File: config.mk
export PLATFORM = sky130hd
export DESIGN_NAME = dcg_div
export DESIGN_NICKNAME = d
export VERILOG_FILES = /design/src/hdl/dcg_pkg.sv /design/src/hdl/dcg_div.sv
export SDC_FILE = /design/constraint.sdc
export NUM_CORES = 2
export LEC_CHECK = 0
export BUFFER_PORTS_ARGS = -buffer_cell sky130_fd_sc_hd__clkbuf_2
export CAP_MARGIN = 20
export CORE_MARGIN = 8
export CORE_UTILIZATION = 30
export DETAILED_ROUTE_END_ITERATION = 10
export GPL_TIMING_DRIVEN = 0
export SLEW_MARGIN = 5
export SYNTH_ARGS = -nofsm -noshare
export SYNTH_HDL_FRONTEND = slang
export SYNTH_SLANG_ARGS = --single-unit
File: constraint.sdc
create_clock -name clk_i -period 3.1 [get_ports clk_i]
set_clock_uncertainty 0.05 [all_clocks]
set_input_delay 0.62 -clock clk_i [delete_from_list [all_inputs] [get_ports clk_i]]
set_output_delay 0.62 -clock clk_i [all_outputs]
set_load 0.05 [all_outputs]
File: src/hdl/dcg_pkg.sv
`timescale 1ns / 1ps
package dcg_pkg;

  // Fixed point format of coordinates: fraction bits.
  localparam int FRAC_BITS = 16;

  // Defaults of the top level parameters.
  localparam int COORD_WIDTH_DEF = 32;
  localparam int DIST_WIDTH_DEF  = 16;

  // Register and channel widths.
  localparam int MAX_W     = 16;
  localparam int CHAN_W    = 8;
  localparam int NUM_CHAN  = 4;
  localparam int COLOR_W   = CHAN_W * NUM_CHAN;
  localparam int NUM_W     = MAX_W + CHAN_W;
  localparam int CFG_IDX_W = 3;

  typedef enum logic [CFG_IDX_W-1:0] {
    REG_POI_X      = 3'd0,
    REG_POI_Y      = 3'd1,
    REG_POI_Z      = 3'd2,
    REG_MAX_DIST   = 3'd3,
    REG_HOT_COLOR  = 3'd4,
    REG_COLD_COLOR = 3'd5
  } cfg_reg_e;

  localparam logic [MAX_W-1:0]   MAX_DIST_RST = 16'd100;
  localparam logic [COLOR_W-1:0] HOT_RST      = 32'hFFFF_FFFF;
  localparam logic [COLOR_W-1:0] COLD_RST     = 32'h0000_0000;

endpackage

File: src/hdl/dcg_div.sv
`timescale 1ns / 1ps
// Pipelined restoring divider for the four color channels, one quotient bit
// per stage. The quotient is known to fit in one channel.
module dcg_div (
  input  logic                       clk_i,
  input  logic                       rst_ni,
  input  logic                       en_i,
  input  logic                       valid_i,
  input  logic [dcg_pkg::NUM_W-1:0]  num_i  [dcg_pkg::NUM_CHAN],
  input  logic [dcg_pkg::MAX_W-1:0]  div_i,
  output logic                       valid_o,
  output logic [dcg_pkg::CHAN_W-1:0] quot_o [dcg_pkg::NUM_CHAN]
);

  localparam int NW = dcg_pkg::NUM_W;
  localparam int CW = dcg_pkg::CHAN_W;
  localparam int NC = dcg_pkg::NUM_CHAN;
  localparam int XW = NW + CW;

  logic          vld_q [CW];
  logic [NW-1:0] rem_q [CW][NC];
  logic [CW-1:0] quo_q [CW][NC];

  for (genvar k = 0; k < CW; k++) begin : g_stage
    localparam int B = CW - 1 - k;
    logic          vld_in;
    logic [NW-1:0] rem_in [NC];
    logic [CW-1:0] quo_in [NC];
    logic [XW-1:0] dsh;

    assign dsh = XW'(div_i) << B;

    if (k == 0) begin : g_first
      assign vld_in = valid_i;
      for (genvar c = 0; c < NC; c++) begin : g_ch
        assign rem_in[c] = num_i[c];
        assign quo_in[c] = '0;
      end
    end else begin : g_next
      assign vld_in = vld_q[k-1];
      for (genvar c = 0; c < NC; c++) begin : g_ch
        assign rem_in[c] = rem_q[k-1][c];
        assign quo_in[c] = quo_q[k-1][c];
      end
    end

    always_ff @(posedge clk_i or negedge rst_ni) begin
      if (!rst_ni) begin
        vld_q[k] <= 1'b0;
      end else if (en_i) begin
        vld_q[k] <= vld_in;
      end
    end

    for (genvar c = 0; c < NC; c++) begin : g_lane
      logic [XW-1:0] diff;
      assign diff = XW'(rem_in[c]) - dsh;

      always_ff @(posedge clk_i) begin
        if (en_i) begin
          if (XW'(rem_in[c]) >= dsh) begin
            rem_q[k][c] <= diff[NW-1:0];
            quo_q[k][c] <= quo_in[c] | (CW'(1) << B);
          end else begin
            rem_q[k][c] <= rem_in[c];
            quo_q[k][c] <= quo_in[c];
          end
        end
      end
    end
  end

  assign valid_o = vld_q[CW-1];
  for (genvar c = 0; c < NC; c++) begin : g_out
    assign quot_o[c] = quo_q[CW-1][c];
  end

endmodule

==> out/summary.txt <==
Status = finished, violations left
Violated checks = setup timing
Critical path buffer and inverter count = 3
Register area = 24,700 sq um
Antenna violations before repair = 5
I/O Pins = 149
Final net count = 6,454
Max FO, Critical Path = 8
Die area = 198,000 sq um
Vias in the first global route = 41,700
Area Growth Syn to Fin = 21.13%
Final Max Slew Viols = 0
Final instance area = 66,870 sq um
Via count = 42,570
Worst-Margin Slew = 0.8169 ns
Critical path type = reg2reg
Clock sink total = 824
CP peak stage delay = 0.40 ns
CTS Buf Count = 87
Fin cells = 8,339
Final period util = 103.1%
Setup Viol. Count Final = 18
Commonest non-fill, non-tap cells in the layout = edfxtp_1, ha_1, a21oi_1, nand2_1, nor2_1
Port Buffers = 148
Post-synth top flop = edfxtp_1
Startpoint types = flip-flop
DRC violations left = 0
Post-synth net total = 5,988
Clk_lat worst skew = 0.70 ns
Achievable clock frequency = 0.3130 GHz
CTS HTree Levels = 3
Fillers = 17,840
Commonest non-fill, non-tap cell in the layout = edfxtp_1
Area of the mapped netlist = 55,210 sq um
CP Capture Type = flip-flop
Worst slack at placement = -2.343 ns
Yosys warnings = 0
Slew Limit Headroom = 45.54%
Max Cap Viol = 0
CP required = 3.47 ns
Gr usage total = 14.79%
Final hold violations = 0
CTS tree = yes
Leakage = 25.64 nW
Drt pass-1 iters = 8
Largest net degree at the start of global routing = 32
Root Driver = clkbuf_16
Layout cells sized above 1 = 17.63%
Max VDD drop = 0.4399 mV
Final Critical Period = 3.195 ns
FF+latch count, synth = 824
Power, Total = 52.51 mW
Library cells used by synthesis = 99
Synthesized instance count = 5,332
Async set-or-reset flop fraction in the synthesized netlist = 0.9709%
Min-Delay Path Class = in2reg
Worst-path clk slew = 0.07 ns
Cell mode on critical path = inv_2
CP max stage cell = edfxtp_1
Initial Util = 30.19%
RSZ-0062 raised after global routing = true
Multi-input gate area = 30,980 sq um
Number of synthesized flops with an enable pin = 816
Detailed placement HPWL = 108,300 um
Antenna-violating nets left = 0
Final WS setup = -0.09470 ns
DRT iter0 DRCs = 2,874
Drt via density = 5.105
Avg Inst Size Synth = 10.35 sq um
Placed instance count = 7,980
First-pass GRT wire length = 234,700 um
Core footprint = 182,900 sq um
Worst Path Arrival = 3.57 ns
Wirelength per Cell = 19.30 um
Crit-path cells = inv_2, ha_4, inv_2, fa_2, a21o_1, a21oi_2, o21ai_1, a221o_1, a31o_1, a31oi_4, o21ai_4, buf_6, mux2_2
Post-Route WL = 161,000 um
Grt total ovfl = 0
Die X = 445.0 um
Placed inst area = 59,990 sq um
Row cnt = 157
Register area share after synthesis = 44.75%
P per Cell Area = 785.3 nW/um^2
Die height = 445.0 um
Delay-heaviest family, CP = compound AO/OA/AOI/OAI gates
CTS max path bufs = 3
GPL Wtd Cong = 0.8569
==> final cells by class <==
type,count,area share [%]
multi-input combinational,4173,46.33
clock buffer,96,3.338
tap,2464,4.610
clock inverter,67,0.9636
timing repair buffer,385,5.353
buffer,149,1.345
antenna,3,0.01123
sequential,824,36.94
inverter,178,1.111
==> cell families (layout without fill, tap and decap cells) <==
| group | after synthesis | after routing | synth area share [%] |
|---|---|---|---|
| muxes | 94 | 94 | 1.915 |
| other | 0 | 3 | 0 |
| xor gates and xnor gates | 455 | 455 | 7.218 |
| adders and majority gates | 540 | 540 | 12.62 |
| and+or+nand+nor | 1527 | 1527 | 13.51 |
| buffers and inverters | 335 | 875 | 2.402 |
| AOI/OAI and AO/OA | 1557 | 1557 | 17.58 |
| DFF | 824 | 824 | 44.75 |
==> power breakdown <==
group	switching [mW]	internal [mW]	total (mW)
clock network	4.63	6.00	10.6
logic	12.6	10.5	23.1
registers	2.00	16.8	18.8
total	19.3	33.2	52.5
==> worst register-to-register path, stage by stage, from the launching register on <==
cell,delay [ns]
edfxtp_1,0.40
inv_2,0.09
ha_4,0.12
inv_2,0.03
fa_2,0.35
a21o_1,0.20
a21oi_2,0.15
o21ai_1,0.10
a221o_1,0.33
a31o_1,0.23
a31oi_4,0.22
o21ai_4,0.15
buf_6,0.19
mux2_2,0.30
==> registers in the layout (all words and copies together) (netlist names) <==
| name | flops |
|---|---|
| valid_o | 1 |
| quo_q | 144 |
| g_stage.vld_in | 7 |
| rem_q | 672 |
==> through the flow <==
step | util, % | setup TNS (ns) | hold WS, ns
after floorplan | - | -214.98 | 0.2744
after global placement | 32.39 | -4614.75 | 0.3511
after detailed placement | 32.80 | -1990.55 | 0.3545
after CTS | 35.40 | -2.277 | 0.0001759
after global routing | 36.57 | -6.595 | 0.03218
final | 36.57 | -0.7862 | 0.06864
==> path summary, 6_finish.rpt <==
kind	start	endpoint	slack, ns	depth (start not counted)
setup / recovery	rem_q[4][50]	rem_q[5][53]	-0.09	13
hold / removal	num_i[72]	rem_q[0][72]	0.07	1
setup reg to reg	rem_q[4][50]	rem_q[5][53]	-0.09	13
hold reg to reg	quo_q[1][90]	quo_q[1][122]	0.36	0
max in group asynchronous	rst_ni	g_stage[7].vld_in	2.56	2
min in group asynchronous	rst_ni	valid_o	0.27	2
==> metal layers <==
| metal | global-route usage, % | part of all wire, % | vias up |
|---|---|---|---|
| li1 | - | - | 21010 |
| met1 | 19.02 | 44 | 20190 |
| met2 | 25.19 | 47 | 1102 |
| met3 | 1.524 | 4.5 | 276 |
| met4 | 6.559 | 4.0 | 0 |
| met5 | 0 | 0 | - |
==> synthesized netlist by cell type, types with 10 or more instances <==
library cell / n / area share, %
a2111oi_0: 16 / 0.25
a211o_1: 18 / 0.29
a211oi_1: 34 / 0.46
a21boi_0: 16 / 0.22
a21o_1: 195 / 2.7
a21oi_1: 481 / 4.4
a31oi_1: 41 / 0.46
and2_1: 21 / 0.24
and3_1: 27 / 0.31
buf_2: 22 / 0.20
clkbuf_1: 121 / 0.82
edfxtp_1: 816 / 44
fa_1: 28 / 1.0
ha_1: 512 / 12
inv_1: 176 / 1.2
mux2_2: 76 / 1.6
mux2i_1: 10 / 0.18
nand2_1: 423 / 2.9
nand2b_1: 88 / 1.0
nand3_1: 88 / 0.80
nand3b_1: 11 / 0.15
nand4_1: 65 / 0.74
nand4b_1: 14 / 0.22
nor2_1: 416 / 2.8
nor2b_1: 94 / 1.1
nor3_1: 120 / 1.1
nor4_1: 49 / 0.56
nor4b_1: 13 / 0.21
o2111ai_1: 20 / 0.32
o211ai_1: 33 / 0.45
o21a_1: 55 / 0.75
o21ai_0: 400 / 3.6
o21ai_1: 38 / 0.34
o21bai_1: 49 / 0.67
o31ai_1: 33 / 0.45
or2_2: 11 / 0.12
or3_1: 27 / 0.31
or4_1: 14 / 0.19
xnor2_1: 240 / 3.8
xor2_1: 215 / 3.4
==> repair_timing <==
action / in CTS / in global routing
hold buffers: 8 / 0
setup buffers: 81 / 92
endpoints found under the hold margin: 15 / 0
pin swaps: 74 / 124
gates cloned: 10 / 15
setup endpoints to repair: 1400 / 494
gates resized for setup: 229 / 343
(Power assumes the default switching activity.)
