**src/hdl/dcg_pkg.sv**
```systemverilog
`timescale 1ns / 1ps
package dcg_pkg;

  // Fixed point format of coordinates: fraction bits.
  localparam int FRAC_BITS = 16;

  // Defaults of the top level parameters.
  localparam int COORD_WIDTH_DEF = 32;
  localparam int DIST_WIDTH_DEF  = 16;

  // Register and channel widths.
  localparam int MAX_W     = 16;
  localparam int CHAN_W    = 8;
  localparam int NUM_CHAN  = 4;
  localparam int COLOR_W   = CHAN_W * NUM_CHAN;
  localparam int NUM_W     = MAX_W + CHAN_W;
  localparam int CFG_IDX_W = 3;

  typedef enum logic [CFG_IDX_W-1:0] {
    REG_POI_X      = 3'd0,
    REG_POI_Y      = 3'd1,
    REG_POI_Z      = 3'd2,
    REG_MAX_DIST   = 3'd3,
    REG_HOT_COLOR  = 3'd4,
    REG_COLD_COLOR = 3'd5
  } cfg_reg_e;

  localparam logic [MAX_W-1:0]   MAX_DIST_RST = 16'd100;
  localparam logic [COLOR_W-1:0] HOT_RST      = 32'hFFFF_FFFF;
  localparam logic [COLOR_W-1:0] COLD_RST     = 32'h0000_0000;

endpackage

```
**src/hdl/dcg_isqrt.sv**
```systemverilog
`timescale 1ns / 1ps
// Pipelined integer square root, one result bit per stage. Each stage keeps
// the partial root and its square so that the trial needs adds only.
module dcg_isqrt #(
  parameter int DIST_WIDTH = dcg_pkg::DIST_WIDTH_DEF
) (
  input  logic                    clk_i,
  input  logic                    rst_ni,
  input  logic                    en_i,
  input  logic                    valid_i,
  input  logic [2*DIST_WIDTH-1:0] rad_i,
  input  logic                    sat_i,
  output logic                    valid_o,
  output logic [DIST_WIDTH-1:0]   root_o
);

  localparam int DW = DIST_WIDTH;
  localparam int SW = 2 * DW;

  logic          vld_q  [DW];
  logic          sat_q  [DW];
  logic [DW-1:0] root_q [DW];
  logic [SW-1:0] sq_q   [DW];
  logic [SW-1:0] rad_q  [DW];

  for (genvar j = 0; j < DW; j++) begin : g_stage
    localparam int B = DW - 1 - j;
    logic          vld_in;
    logic          sat_in;
    logic [DW-1:0] root_in;
    logic [SW-1:0] sq_in;
    logic [SW-1:0] rad_in;
    logic [SW:0]   trial;

    if (j == 0) begin : g_first
      assign vld_in  = valid_i;
      assign sat_in  = sat_i;
      assign root_in = '0;
      assign sq_in   = '0;
      assign rad_in  = rad_i;
    end else begin : g_next
      assign vld_in  = vld_q[j-1];
      assign sat_in  = sat_q[j-1];
      assign root_in = root_q[j-1];
      assign sq_in   = sq_q[j-1];
      assign rad_in  = rad_q[j-1];
    end

    // (r + 2^B)^2 = r^2 + r * 2^(B+1) + 2^(2B)
    assign trial = (SW+1)'(sq_in) + ((SW+1)'(root_in) << (B + 1))
                 + ((SW+1)'(1) << (2 * B));

    always_ff @(posedge clk_i or negedge rst_ni) begin
      if (!rst_ni) begin
        vld_q[j] <= 1'b0;
      end else if (en_i) begin
        vld_q[j] <= vld_in;
      end
    end

    always_ff @(posedge clk_i) begin
      if (en_i) begin
        sat_q[j] <= sat_in;
        rad_q[j] <= rad_in;
        if (trial <= (SW+1)'(rad_in)) begin
          root_q[j] <= root_in | (DW'(1) << B);
          sq_q[j]   <= trial[SW-1:0];
        end else begin
          root_q[j] <= root_in;
          sq_q[j]   <= sq_in;
        end
      end
    end
  end

  assign valid_o = vld_q[DW-1];
  assign root_o  = sat_q[DW-1] ? '1 : root_q[DW-1];

endmodule

```
**config.mk**
```make
export PLATFORM = sky130hd
export DESIGN_NAME = dcg_isqrt
export DESIGN_NICKNAME = d
export VERILOG_FILES = /design/src/hdl/dcg_pkg.sv /design/src/hdl/dcg_isqrt.sv
export SDC_FILE = /design/constraint.sdc
export NUM_CORES = 1
export LEC_CHECK = 0
export BUFFER_PORTS_ARGS = -buffer_cell sky130_fd_sc_hd__buf_2
export CORE_ASPECT_RATIO = 1.75
export CORE_UTILIZATION = 50
export CTS_CLUSTER_SIZE = 40
export DETAILED_ROUTE_END_ITERATION = 10
export GPL_ROUTABILITY_DRIVEN = 0
export PLACE_DENSITY = 0.66
export SETUP_SLACK_MARGIN = 0.5
export SYNTH_ARGS = -nofsm -noshare
export SYNTH_HDL_FRONTEND = slang
export SYNTH_SLANG_ARGS = --single-unit
```
**constraint.sdc**
```tcl
create_clock -name clk_i -period 7.7 [get_ports clk_i]
set_clock_uncertainty 0.1 [all_clocks]
set_input_delay 1.155 -clock clk_i [delete_from_list [all_inputs] [get_ports clk_i]]
set_output_delay 1.155 -clock clk_i [all_outputs]
set_load 0.02 [all_outputs]
```
==> impl_metrics.env, run 1 <==
export IMPL_die_h_um=388
export IMPL_place_ws_ps=1230
export IMPL_ir_worst_vdd_uv=341
export IMPL_syn_area_um2=42500
export IMPL_numCtsBuffers=80
export IMPL_maxSlewViolCount=1
export IMPL_ys_async_sr_fraction_pct=1.83
export IMPL_cap_violations=1
export IMPL_die_area_um2=86200
export IMPL_die_x_um=222
export IMPL_coreArea_um2=84300
export IMPL_clk_latency_ps=690
export IMPL_grt_max_degree=199
export IMPL_grt_pass1_vias=26800
export IMPL_start_kind="register"
export IMPL_min_period_over_period_pct=85.6
export IMPL_wl_per_cell_um=20.4
export IMPL_clockBufferDepth=3
export IMPL_hold_path_class="primary input to async pin"
export IMPL_cts_root_buf="clkbuf_16"
export IMPL_drive_above_1_share_pct=10.6
export IMPL_ios=54
export IMPL_endpoint="sq_q[1][178]$_DFFE_PP_"
export IMPL_yosysWarnings=0
export IMPL_path_clk_slew_ps=60
export IMPL_mostFrequentLayoutCell="edfxtp_1"
export IMPL_crit_fanout=22
export IMPL_worst_pin_slew_ps=1470
export IMPL_reg2reg_to="sq_q[1][178]$_DFFE_PP_"
export IMPL_cts_max_level=3
export IMPL_avgViaCountPerCell=5.68
export IMPL_cts_tree="built"
export IMPL_met1_length_um=24500
export IMPL_grt_overflow_total=0
export IMPL_powerDensity_nw_per_um2=316
export IMPL_dp_hpwl_um=68200
export IMPL_finalHoldViolCount=0
export IMPL_drt_pass1_iter_count=5
export IMPL_cp_required_ps=8010
export IMPL_synthCells=3132
export IMPL_synth_distinct_cells=85
export IMPL_relSlewSlack_pct=-0.615
export IMPL_post_cts_setup_buffer_count=0
export IMPL_syn_avg_cell_area_um2=13.6
export IMPL_ys_seq_area_share_pct=61.5
export IMPL_path_cells="ha_1, a31oi_1, o2bb2ai_1, o21ai_0, o41ai_1, o21a_1, nor2b_1, nand2_1, xnor2_1, ha_1, nand4_1, a2111oi_0, o31ai_2, o21ai_2, mux2_2"
export IMPL_startpoint="root_q[1][69]$_DFFE_PP_"
export IMPL_n_antenna_cell=0
export IMPL_tns_ps=0
export IMPL_max_stage_delay_ps=1260
export IMPL_track_usage_pct=20.9
export IMPL_layout_common_cells="edfxtp_1, ha_1, inv_1"
export IMPL_start_util_pct=50.4
export IMPL_critical_path_depth=15
export IMPL_row_count=141
export IMPL_synthesis_nets=3527
export IMPL_wl_met2_um=53800
export IMPL_path_class="register to register"
export IMPL_crit_buf_inv=0
export IMPL_drc_errors=0
export IMPL_fmax_mhz=152
export IMPL_finalCriticalPeriod_ps=6600
export IMPL_clock_sinks=872
export IMPL_stdcell_area_um2=46800
export IMPL_vias=24800
export IMPL_ff2ff_path_depth=15
export IMPL_grt_pass1_wl_um=136000
export IMPL_end_kind="register"
export IMPL_setup_viol=0
export IMPL_arrival_ps=6910
export IMPL_drtAntennaViolNets=0
export IMPL_status="complete, but fails checks"
export IMPL_violations="max-capacitance violations, max-slew violations"
export IMPL_grt_antenna_before_repair=0
export IMPL_nets=3630
export IMPL_area_growth_pct=10.2
export IMPL_setup_slack_ps=1100
export IMPL_r2r_slack_ps=1100
export IMPL_ys_flop_type="edfxtp_1"
export IMPL_cts_resized=0
export IMPL_drt_initial_drc_count=1185
export IMPL_r2r_start="root_q[1][69]$_DFFE_PP_"
export IMPL_place_area_um2=44000
export IMPL_crit_top_cell="ha_1"
export IMPL_p_leak_nw=18.2
export IMPL_synth_ff_latch_count=872
export IMPL_dr_wl_met3_um=2220
export IMPL_maxUsedRoutingLayer="met4"
export IMPL_cp_slowest_cell="a2111oi_0"
export IMPL_rsz0062_at_grt="false"
export IMPL_synth_edff_count=856
export IMPL_port_buffers=53
export IMPL_cts_hold_buffers=0
export IMPL_path_delay_family="compound AO/OA/AOI/OAI gates"
export IMPL_wl_um=89200
[final cells by class]
class	instances	area, um2
Clock buffer	88	2040
Tap cell	1072	1340
Sequential cell	872	26100
Inverter	280	1050
Fill cell	6635	37500
Clock inverter	60	719
Timing Repair Buffer	70	453
Multi-Input combinational cell	1931	15100
[worst reg2reg max path, stage by stage (launching register included)]
cell and delay (ps):
edfxtp_1 410, ha_1 370, a31oi_1 350, o2bb2ai_1 250, o21ai_0 260, o41ai_1 530, o21a_1 560, nor2b_1 180
nand2_1 110, xnor2_1 70, ha_1 300, nand4_1 220, a2111oi_0 1260, o31ai_2 300, o21ai_2 590, mux2_2 450
[cell families (layout without fill, tap and decap cells)]
kind of cell / Yosys count / in the layout / share of synthesized area [%]
compound gates: 489 / 489 / 7.54
xor+xnor: 281 / 281 / 5.79
fa+ha+maj: 358 / 358 / 10.5
buf+inv: 329 / 498 / 3.05
flops: 872 / 872 / 61.5
mux: 106 / 106 / 2.82
simple gates: 697 / 697 / 8.80
[state kept, by name, summed over array words and instances (netlist names)]
| register | count |
|---|---|
| sq_q | 224 |
| g_stage.vld_in | 15 |
| root_q | 136 |
| sat_q | 16 |
| valid_o | 1 |
| rad_q | 480 |
[worst min path at each step]
stage | cells past startpoint | slack, ps | endpoint | start
after floorplan | 0 | 300 | sat_q[0][1]$_DFFE_PP_ | sat_q[0][0]$_DFFE_PP_
after global placement | 0 | 300 | sat_q[1][1]$_DFFE_PP_ | sat_q[1][0]$_DFFE_PP_
after detailed placement | 0 | 310 | sat_q[0][4]$_DFFE_PP_ | sat_q[0][3]$_DFFE_PP_
after CTS | 1 | 250 | g_stage[4].vld_in$_DFFE_PN0P_ | rst_ni
after global routing | 1 | 300 | valid_o$_DFFE_PN0P_ | rst_ni
final | 1 | 290 | g_stage[15].vld_in$_DFFE_PN0P_ | rst_ni
[metrics by stage]
step / hold WS (ps) / std cells / power (W) / utilization (%)
detailed placement: 306 / 4225 / 0.0107 / 52.2
CTS: 249 / 4373 / 0.0149 / 55.5
finish: 291 / 4373 / 0.0148 / 55.5
global placement: 302 / 4225 / 0.0105 / 52.2
floorplan: 300 / 3132 / 0.00946 / -
global route: 304 / 4373 / 0.0156 / 55.5
[layer usage]
| layer | vias to the layer above | GRT usage, % |
|---|---|---|
| li1 | 11900 | - |
| met1 | 12000 | 14.6 |
| met2 | 566 | 44.5 |
| met3 | 308 | 2.29 |
| met4 | 0 | 19.9 |
| met5 | - | 0 |
[power by group]
group          switching [W]  total [W]  leakage, nW  internal [W]
Combinational        0.00239    0.00426         8.35       0.00186
Clock                0.00180    0.00412         1.33       0.00233
Sequential          0.000436    0.00642         8.51       0.00598
Total                0.00463     0.0148         18.2        0.0102
[synth_stat cells, drive strengths merged, types with 6 or more instances]
cell type | instances | area [um2]
a31o | 6 | 52.6
nand2b | 33 | 206
o21ai | 76 | 388
o31ai | 11 | 87.6
nor3b | 7 | 52.6
a21o | 61 | 458
buf | 19 | 131
a2111oi | 8 | 82.6
edfxtp | 856 | 25700
and3 | 39 | 244
o41ai | 7 | 80.1
xor2 | 100 | 876
nor3 | 36 | 185
inv | 280 | 1050
nor4b | 10 | 93.8
clkbuf | 30 | 113
mux2 | 104 | 1180
nor2 | 109 | 409
or2 | 22 | 138
nor2b | 37 | 231
a31oi | 37 | 231
nand2 | 145 | 544
ha | 358 | 4480
o211ai | 11 | 82.6
and4 | 11 | 96.3
xnor2 | 181 | 1590
nand4 | 64 | 400
or3 | 13 | 81.3
a211oi | 19 | 143
nand3 | 71 | 355
a21oi | 155 | 780
o21a | 25 | 188
dfrtp | 16 | 400
or4 | 9 | 67.6
nor4 | 48 | 315
and2 | 28 | 175
o21bai | 20 | 150
Note: power is estimated with default switching activity, not from simulation.
==> run 2, diff against run 1 <==
- BUFFER_PORTS_ARGS: -buffer_cell sky130_fd_sc_hd__buf_2 -> unset
- DONT_BUFFER_PORTS: unset -> 1
- PLACE_DENSITY: 0.66 -> 0.62
==> run 2 against run 1 <==
Effect of this change:
- the flow finishes with violations (max-slew violations)
- routed wire length increased by 0.94%
- via count fell by 1.6%
- global-route usage grew 0.19 points
- combinational power fell by 3%
- worst setup slack improved by 79 ps
- critical path type unchanged
==> impl_metrics.env, run 2 (synthesized netlist as in run 1, its figures left out) <==
export IMPL_status="complete, but fails checks"
export IMPL_violations="max-slew violations"
export IMPL_coreArea_um2=84300
export IMPL_finalHoldViolCount=0
export IMPL_cap_violations=0
export IMPL_drt_pass1_iter_count=5
export IMPL_nets=3573
export IMPL_die_area_um2=86200
export IMPL_cp_slowest_cell="a2111oi_0"
export IMPL_maxSlewViolCount=546
export IMPL_track_usage_pct=21.1
export IMPL_cp_required_ps=8020
export IMPL_vias=24400
export IMPL_place_ws_ps=1320
export IMPL_p_leak_nw=18.0
export IMPL_finalCriticalPeriod_ps=6520
export IMPL_powerDensity_nw_per_um2=318
export IMPL_n_fill_cell=6697
export IMPL_cts_tree="built"
export IMPL_grt_antenna_before_repair=1
export IMPL_min_period_over_period_pct=84.6
export IMPL_max_flop_register="rad_q"
export IMPL_port_buffers=0
export IMPL_tns_ps=0
export IMPL_post_cts_setup_buffer_count=0
export IMPL_numCtsBuffers=79
export IMPL_crit_buf_inv=1
export IMPL_relSlewSlack_pct=-107
export IMPL_multiInputGateArea_um2=15100
export IMPL_start_kind="register"
export IMPL_crit_fanout=22
export IMPL_grt_overflow_total=0
export IMPL_setup_viol=0
export IMPL_gr_usage_met2_pct=45.9
export IMPL_cts_max_level=3
export IMPL_path_cells="ha_1, ha_1, a211o_1, a2111oi_2, nor4_1, o31ai_1, buf_4, nand2b_1, xnor2_1, ha_1, nand4_1, a2111oi_0, o31ai_2, o21ai_2, mux2_2"
export IMPL_ir_worst_vdd_uv=245
export IMPL_cts_root_buf="clkbuf_16"
export IMPL_hold_path_class="primary input to async pin"
export IMPL_die_h_um=388
export IMPL_row_count=141
export IMPL_setup_slack_ps=1180
export IMPL_drive_above_1_share_pct=8.88
export IMPL_avgViaCountPerCell=5.66
export IMPL_dp_hpwl_um=67700
export IMPL_layout_common_cells="edfxtp_1, ha_1, inv_1"
export IMPL_wl_per_cell_um=20.9
export IMPL_largestRegisters="rad_q: 480 flops, sq_q: 224 flops, root_q: 136 flops"
export IMPL_grt_max_degree=909
export IMPL_clockBufferDepth=3
export IMPL_mostFrequentLayoutCell="edfxtp_1"
export IMPL_worst_pin_slew_ps=3100
export IMPL_seqCellArea_um2=26100
export IMPL_grt_use_met3_pct=3.02
export IMPL_area_growth_pct=9.45
export IMPL_die_x_um=222
export IMPL_largest_reg_flops=480
export IMPL_grt_pass1_wl_um=137000
export IMPL_n_antenna_cell=0
export IMPL_rsz0062_at_grt="false"
export IMPL_drc_errors=0
export IMPL_max_stage_delay_ps=1200
export IMPL_clock_sinks=872
export IMPL_cts_resized=0
export IMPL_start_util_pct=50.4
export IMPL_grt_busiest_layer="met2"
export IMPL_grt_pass1_vias=26600
export IMPL_fmax_mhz=153
export IMPL_end_kind="register"
export IMPL_arrival_ps=6830
export IMPL_path_clk_slew_ps=70
export IMPL_drt_initial_drc_count=1291
export IMPL_crit_top_cell="ha_1"
export IMPL_path_delay_family="compound AO/OA/AOI/OAI gates"
export IMPL_cts_hold_buffers=0
export IMPL_path_class="register to register"
export IMPL_drtAntennaViolNets=0
export IMPL_wl_um=90000
export IMPL_clk_latency_ps=680
export IMPL_use_met1_pct=14.4
export IMPL_ios=54
## run 2: changes by cell type in the layout (fill, tap and decap cells not counted), sizes merged
cell / change
buf: -56
clkbuf: +5
clkinvlp: -4
inv: -4
bufinv: +3
clkinv: -1
## run 2: area by class of cell
cell class / count / area share [%]
Sequential cell: 872 / 56.1
Multi-Input combinational cell: 1931 / 32.4
Clock buffer: 93 / 4.48
Tap cell: 1072 / 2.88
Inverter: 280 / 2.26
Clock inverter: 54 / 1.57
Timing Repair Buffer: 14 / 0.221
## run 2: layer usage
layer / wire length [um] / up-vias
met5: 0 / -
met3: 2140 / 277
met1: 24400 / 11900
li1: - / 11800
met4: 7990 / 0
met2: 55400 / 437
## run 2: through the flow
step                      hold WS (ps)  std cells  total power, W  util, %  area [um2]
final                             85.1       4316          0.0148     55.1       46500
after floorplan                    300       3132         0.00946        -       42500
after detailed placement           306       4169          0.0107     51.8       43700
after global routing              47.7       4316          0.0156     55.1       46500
after global placement             303       4168          0.0105     51.8       43700
after CTS                         29.5       4316          0.0149     55.1       46500
## run 2: path summary, 6_finish.rpt
| check | start | end | slack, ps | depth (start not counted) |
|---|---|---|---|---|
| setup reg to reg | root_q[1][67]$_SDFFCE_PN1P_ | sq_q[1][178]$_DFFE_PP_ | 1180 | 15 |
| setup / recovery | root_q[1][67]$_SDFFCE_PN1P_ | sq_q[1][178]$_DFFE_PP_ | 1180 | 15 |
| hold / removal | rst_ni | g_stage[15].vld_in$_DFFE_PN0P_ | 90 | 0 |
| max in group asynchronous | rst_ni | g_stage[5].vld_in$_DFFE_PN0P_ | 7340 | 0 |
| hold reg to reg | sat_q[0][6]$_DFFE_PP_ | sat_q[0][7]$_DFFE_PP_ | 320 | 0 |
| min in group clk_i | sat_q[0][6]$_DFFE_PP_ | sat_q[0][7]$_DFFE_PP_ | 320 | 0 |
## run 2: report_power, final
group | internal, W | leakage (nW) | switching [W]
Clock | 0.00243 | 1.36 | 0.00178
Combinational | 0.00185 | 8.11 | 0.00230
Sequential | 0.00600 | 8.51 | 0.000443
Total | 0.0103 | 18.0 | 0.00452
==> run 3, diff against run 2 <==
- PLACE_DENSITY: 0.62 -> 0.65
- clock period: 7.7 -> 5.5 ns (I/O delays scaled with it)
==> run 3 against run 2 <==
Effect of this change:
- the flow still finishes with violations (max-slew violations)
- global-route usage down 0.085 points
- worst hold slack gained 35 ps
- critical path depth is 3 higher
- clock power rose by 38%
- critical endpoint is now sq_q[1][173]$_DFFE_PP_
==> impl_metrics.env, run 3 (synthesized netlist as in run 1, its figures left out) <==
export IMPL_status="complete, but fails checks"
export IMPL_violations="max-slew violations"
export IMPL_drt_initial_drc_count=1259
export IMPL_drc_errors=0
export IMPL_path_class="register to register"
export IMPL_clock_sinks=872
export IMPL_die_x_um=222
export IMPL_seqPwrFrac_pct=42.2
export IMPL_area_growth_pct=13.6
export IMPL_max_flop_register="rad_q"
export IMPL_combinationalPowerShare_pct=30.7
export IMPL_numCtsBuffers=82
export IMPL_p_int_w=0.0148
export IMPL_grt_pass1_wl_um=138000
export IMPL_vias=25200
export IMPL_met1_length_um=25500
export IMPL_mostFrequentLayoutCell="edfxtp_1"
export IMPL_wl_um=92900
export IMPL_port_buffers=0
export IMPL_n_antenna_cell=0
export IMPL_ir_worst_vdd_uv=324
export IMPL_p_sw_w=0.00664
export IMPL_maxUsedRoutingLayer="met4"
export IMPL_cts_root_buf="clkbuf_16"
export IMPL_rsz0062_at_grt="true"
export IMPL_worst_pin_slew_ps=4070
export IMPL_end_kind="register"
export IMPL_tns_ps=0
export IMPL_avgViaCountPerCell=5.70
export IMPL_wl_per_cell_um=21.0
export IMPL_hp_start="rad_i[26]"
export IMPL_wl_met2_um=57000
export IMPL_track_usage_pct=21.0
export IMPL_setup_viol=0
export IMPL_r2r_start="root_q[1][67]$_SDFFCE_PN1P_"
export IMPL_maxSlewViolCount=652
export IMPL_grt_overflow_total=0
export IMPL_finalHoldViolCount=0
export IMPL_cts_tree="built"
export IMPL_crit_fanout=8
export IMPL_largest_reg_flops=480
export IMPL_grt_max_degree=909
export IMPL_layout_common_cells="edfxtp_1, ha_1, inv_1"
export IMPL_final_cells=4429
export IMPL_clk_latency_ps=700
export IMPL_start_kind="register"
export IMPL_min_period_over_period_pct=91.7
export IMPL_grt_pass1_vias=26900
export IMPL_p_leak_nw=18.8
export IMPL_cts_max_level=3
export IMPL_dp_hpwl_um=67300
export IMPL_nets=3685
export IMPL_hold_path_class="primary input to register"
export IMPL_p_clk_share_pct=27.2
export IMPL_n_fill_cell=6470
export IMPL_clockBufferDepth=3
export IMPL_fmax_mhz=198
export IMPL_swShare_pct=31.0
export IMPL_largestRegisters="rad_q: 480 flops, sq_q: 224 flops, root_q: 136 flops"
export IMPL_coreArea_um2=84300
export IMPL_drive_above_1_share_pct=14.7
export IMPL_cp_required_ps=5830
export IMPL_drt_pass1_iter_count=6
export IMPL_dr_wl_met3_um=2280
export IMPL_drtAntennaViolNets=0
export IMPL_die_area_um2=86200
export IMPL_startpoint="root_q[1][67]$_SDFFCE_PN1P_"
export IMPL_row_count=141
export IMPL_path_clk_slew_ps=70
export IMPL_start_util_pct=50.4
export IMPL_grt_antenna_before_repair=0
export IMPL_powerDensity_nw_per_um2=444
export IMPL_ios=54
export IMPL_cap_violations=0
export IMPL_arrival_ps=5380
export IMPL_relSlewSlack_pct=-171
export IMPL_die_h_um=388
export IMPL_placed_cells=4235
export IMPL_finalCriticalPeriod_ps=5040
run 3: cell count changes in the layout (fill, tap and decap cells not counted), sizes merged:
cell	before	now
bufinv	14	10
dlygate4sd3	0	1
clkinvlp	3	4
clkinv	36	35
inv	281	283
buf	14	115
clkbuf	93	106
run 3: path summary, 6_finish.rpt:
kind	cells after the start	endpoint	slack [ps]
setup / recovery	18	sq_q[1][173]$_DFFE_PP_	460
hold / removal	0	rad_q[0][26]$_DFFE_PP_	120
setup reg to reg	18	sq_q[1][173]$_DFFE_PP_	460
hold reg to reg	0	sat_q[1][0]$_DFFE_PP_	320
max in group asynchronous	1	g_stage[12].vld_in$_DFFE_PN0P_	4310
min in group asynchronous	1	g_stage[13].vld_in$_DFFE_PN0P_	540
run 3: worst max-delay path, stage by stage, from the launching register on:
cell and delay (ps):
edfxtp_1 410, ha_2 230, ha_4 180, a211o_4 350, a2111oi_4 290, buf_4 200
nor4_4 60, o31ai_1 250, buf_4 200, nand2b_4 150, xnor2_1 90, ha_1 340
nand4_1 150, or4_4 570, o2111ai_4 240, o31ai_4 120, o21ai_4 240, clkbuf_16 280
mux2_2 330
run 3: timing repair:
action | 4_1_cts | 5_1_grt
pin swaps | 7 | 57
hold buffers | 1 | 0
hold endpoints to repair | 16 | 0
setup buffers | 4 | 30
resized for setup | 38 | 121
endpoints found under the setup margin | 129 | 157
cloned | 0 | 7
run 3: power by group through the flow:
stage                     clock, W  sequential, W  combinational, W
after floorplan                  0        0.00888           0.00436
final                      0.00583        0.00904           0.00658
after detailed placement         0        0.00913           0.00601
after global routing       0.00620        0.00911           0.00721
after CTS                  0.00594        0.00899           0.00614
after global placement           0        0.00910           0.00571
run 3: metrics by stage:
stage          utilization, %  instance area (um2)  hold slack (ps)  setup WS, ps  total power, W
2_1_floorplan               -                42500              300           818          0.0132
5_1_grt                  57.2                48300             89.3           340          0.0225
4_1_cts                  56.0                47200             73.8           448          0.0211
6_report                 57.2                48300              120           456          0.0215
3_5_place_dp             52.5                44200              305          -189          0.0151
3_3_place_gp             52.5                44200              301          -111          0.0148
run 3: final cells by class:
cell class                      count  area (um2)  share of cell area (%)
Clock buffer                       99        2160                    4.47
Inverter                          280        1050                    2.18
Multi-Input combinational cell   1931       15900                    32.8
Sequential cell                   872       26100                    54.1
Timing Repair Buffer              123        1120                    2.32
Clock inverter                     52         639                    1.32
Tap cell                         1072        1340                    2.78
run 3: metal layers:
metal	up-vias	track usage, %
met3	307	2.87
li1	12000	-
met1	12300	14.7
met5	-	0
met4	0	17.3
met2	544	45.5
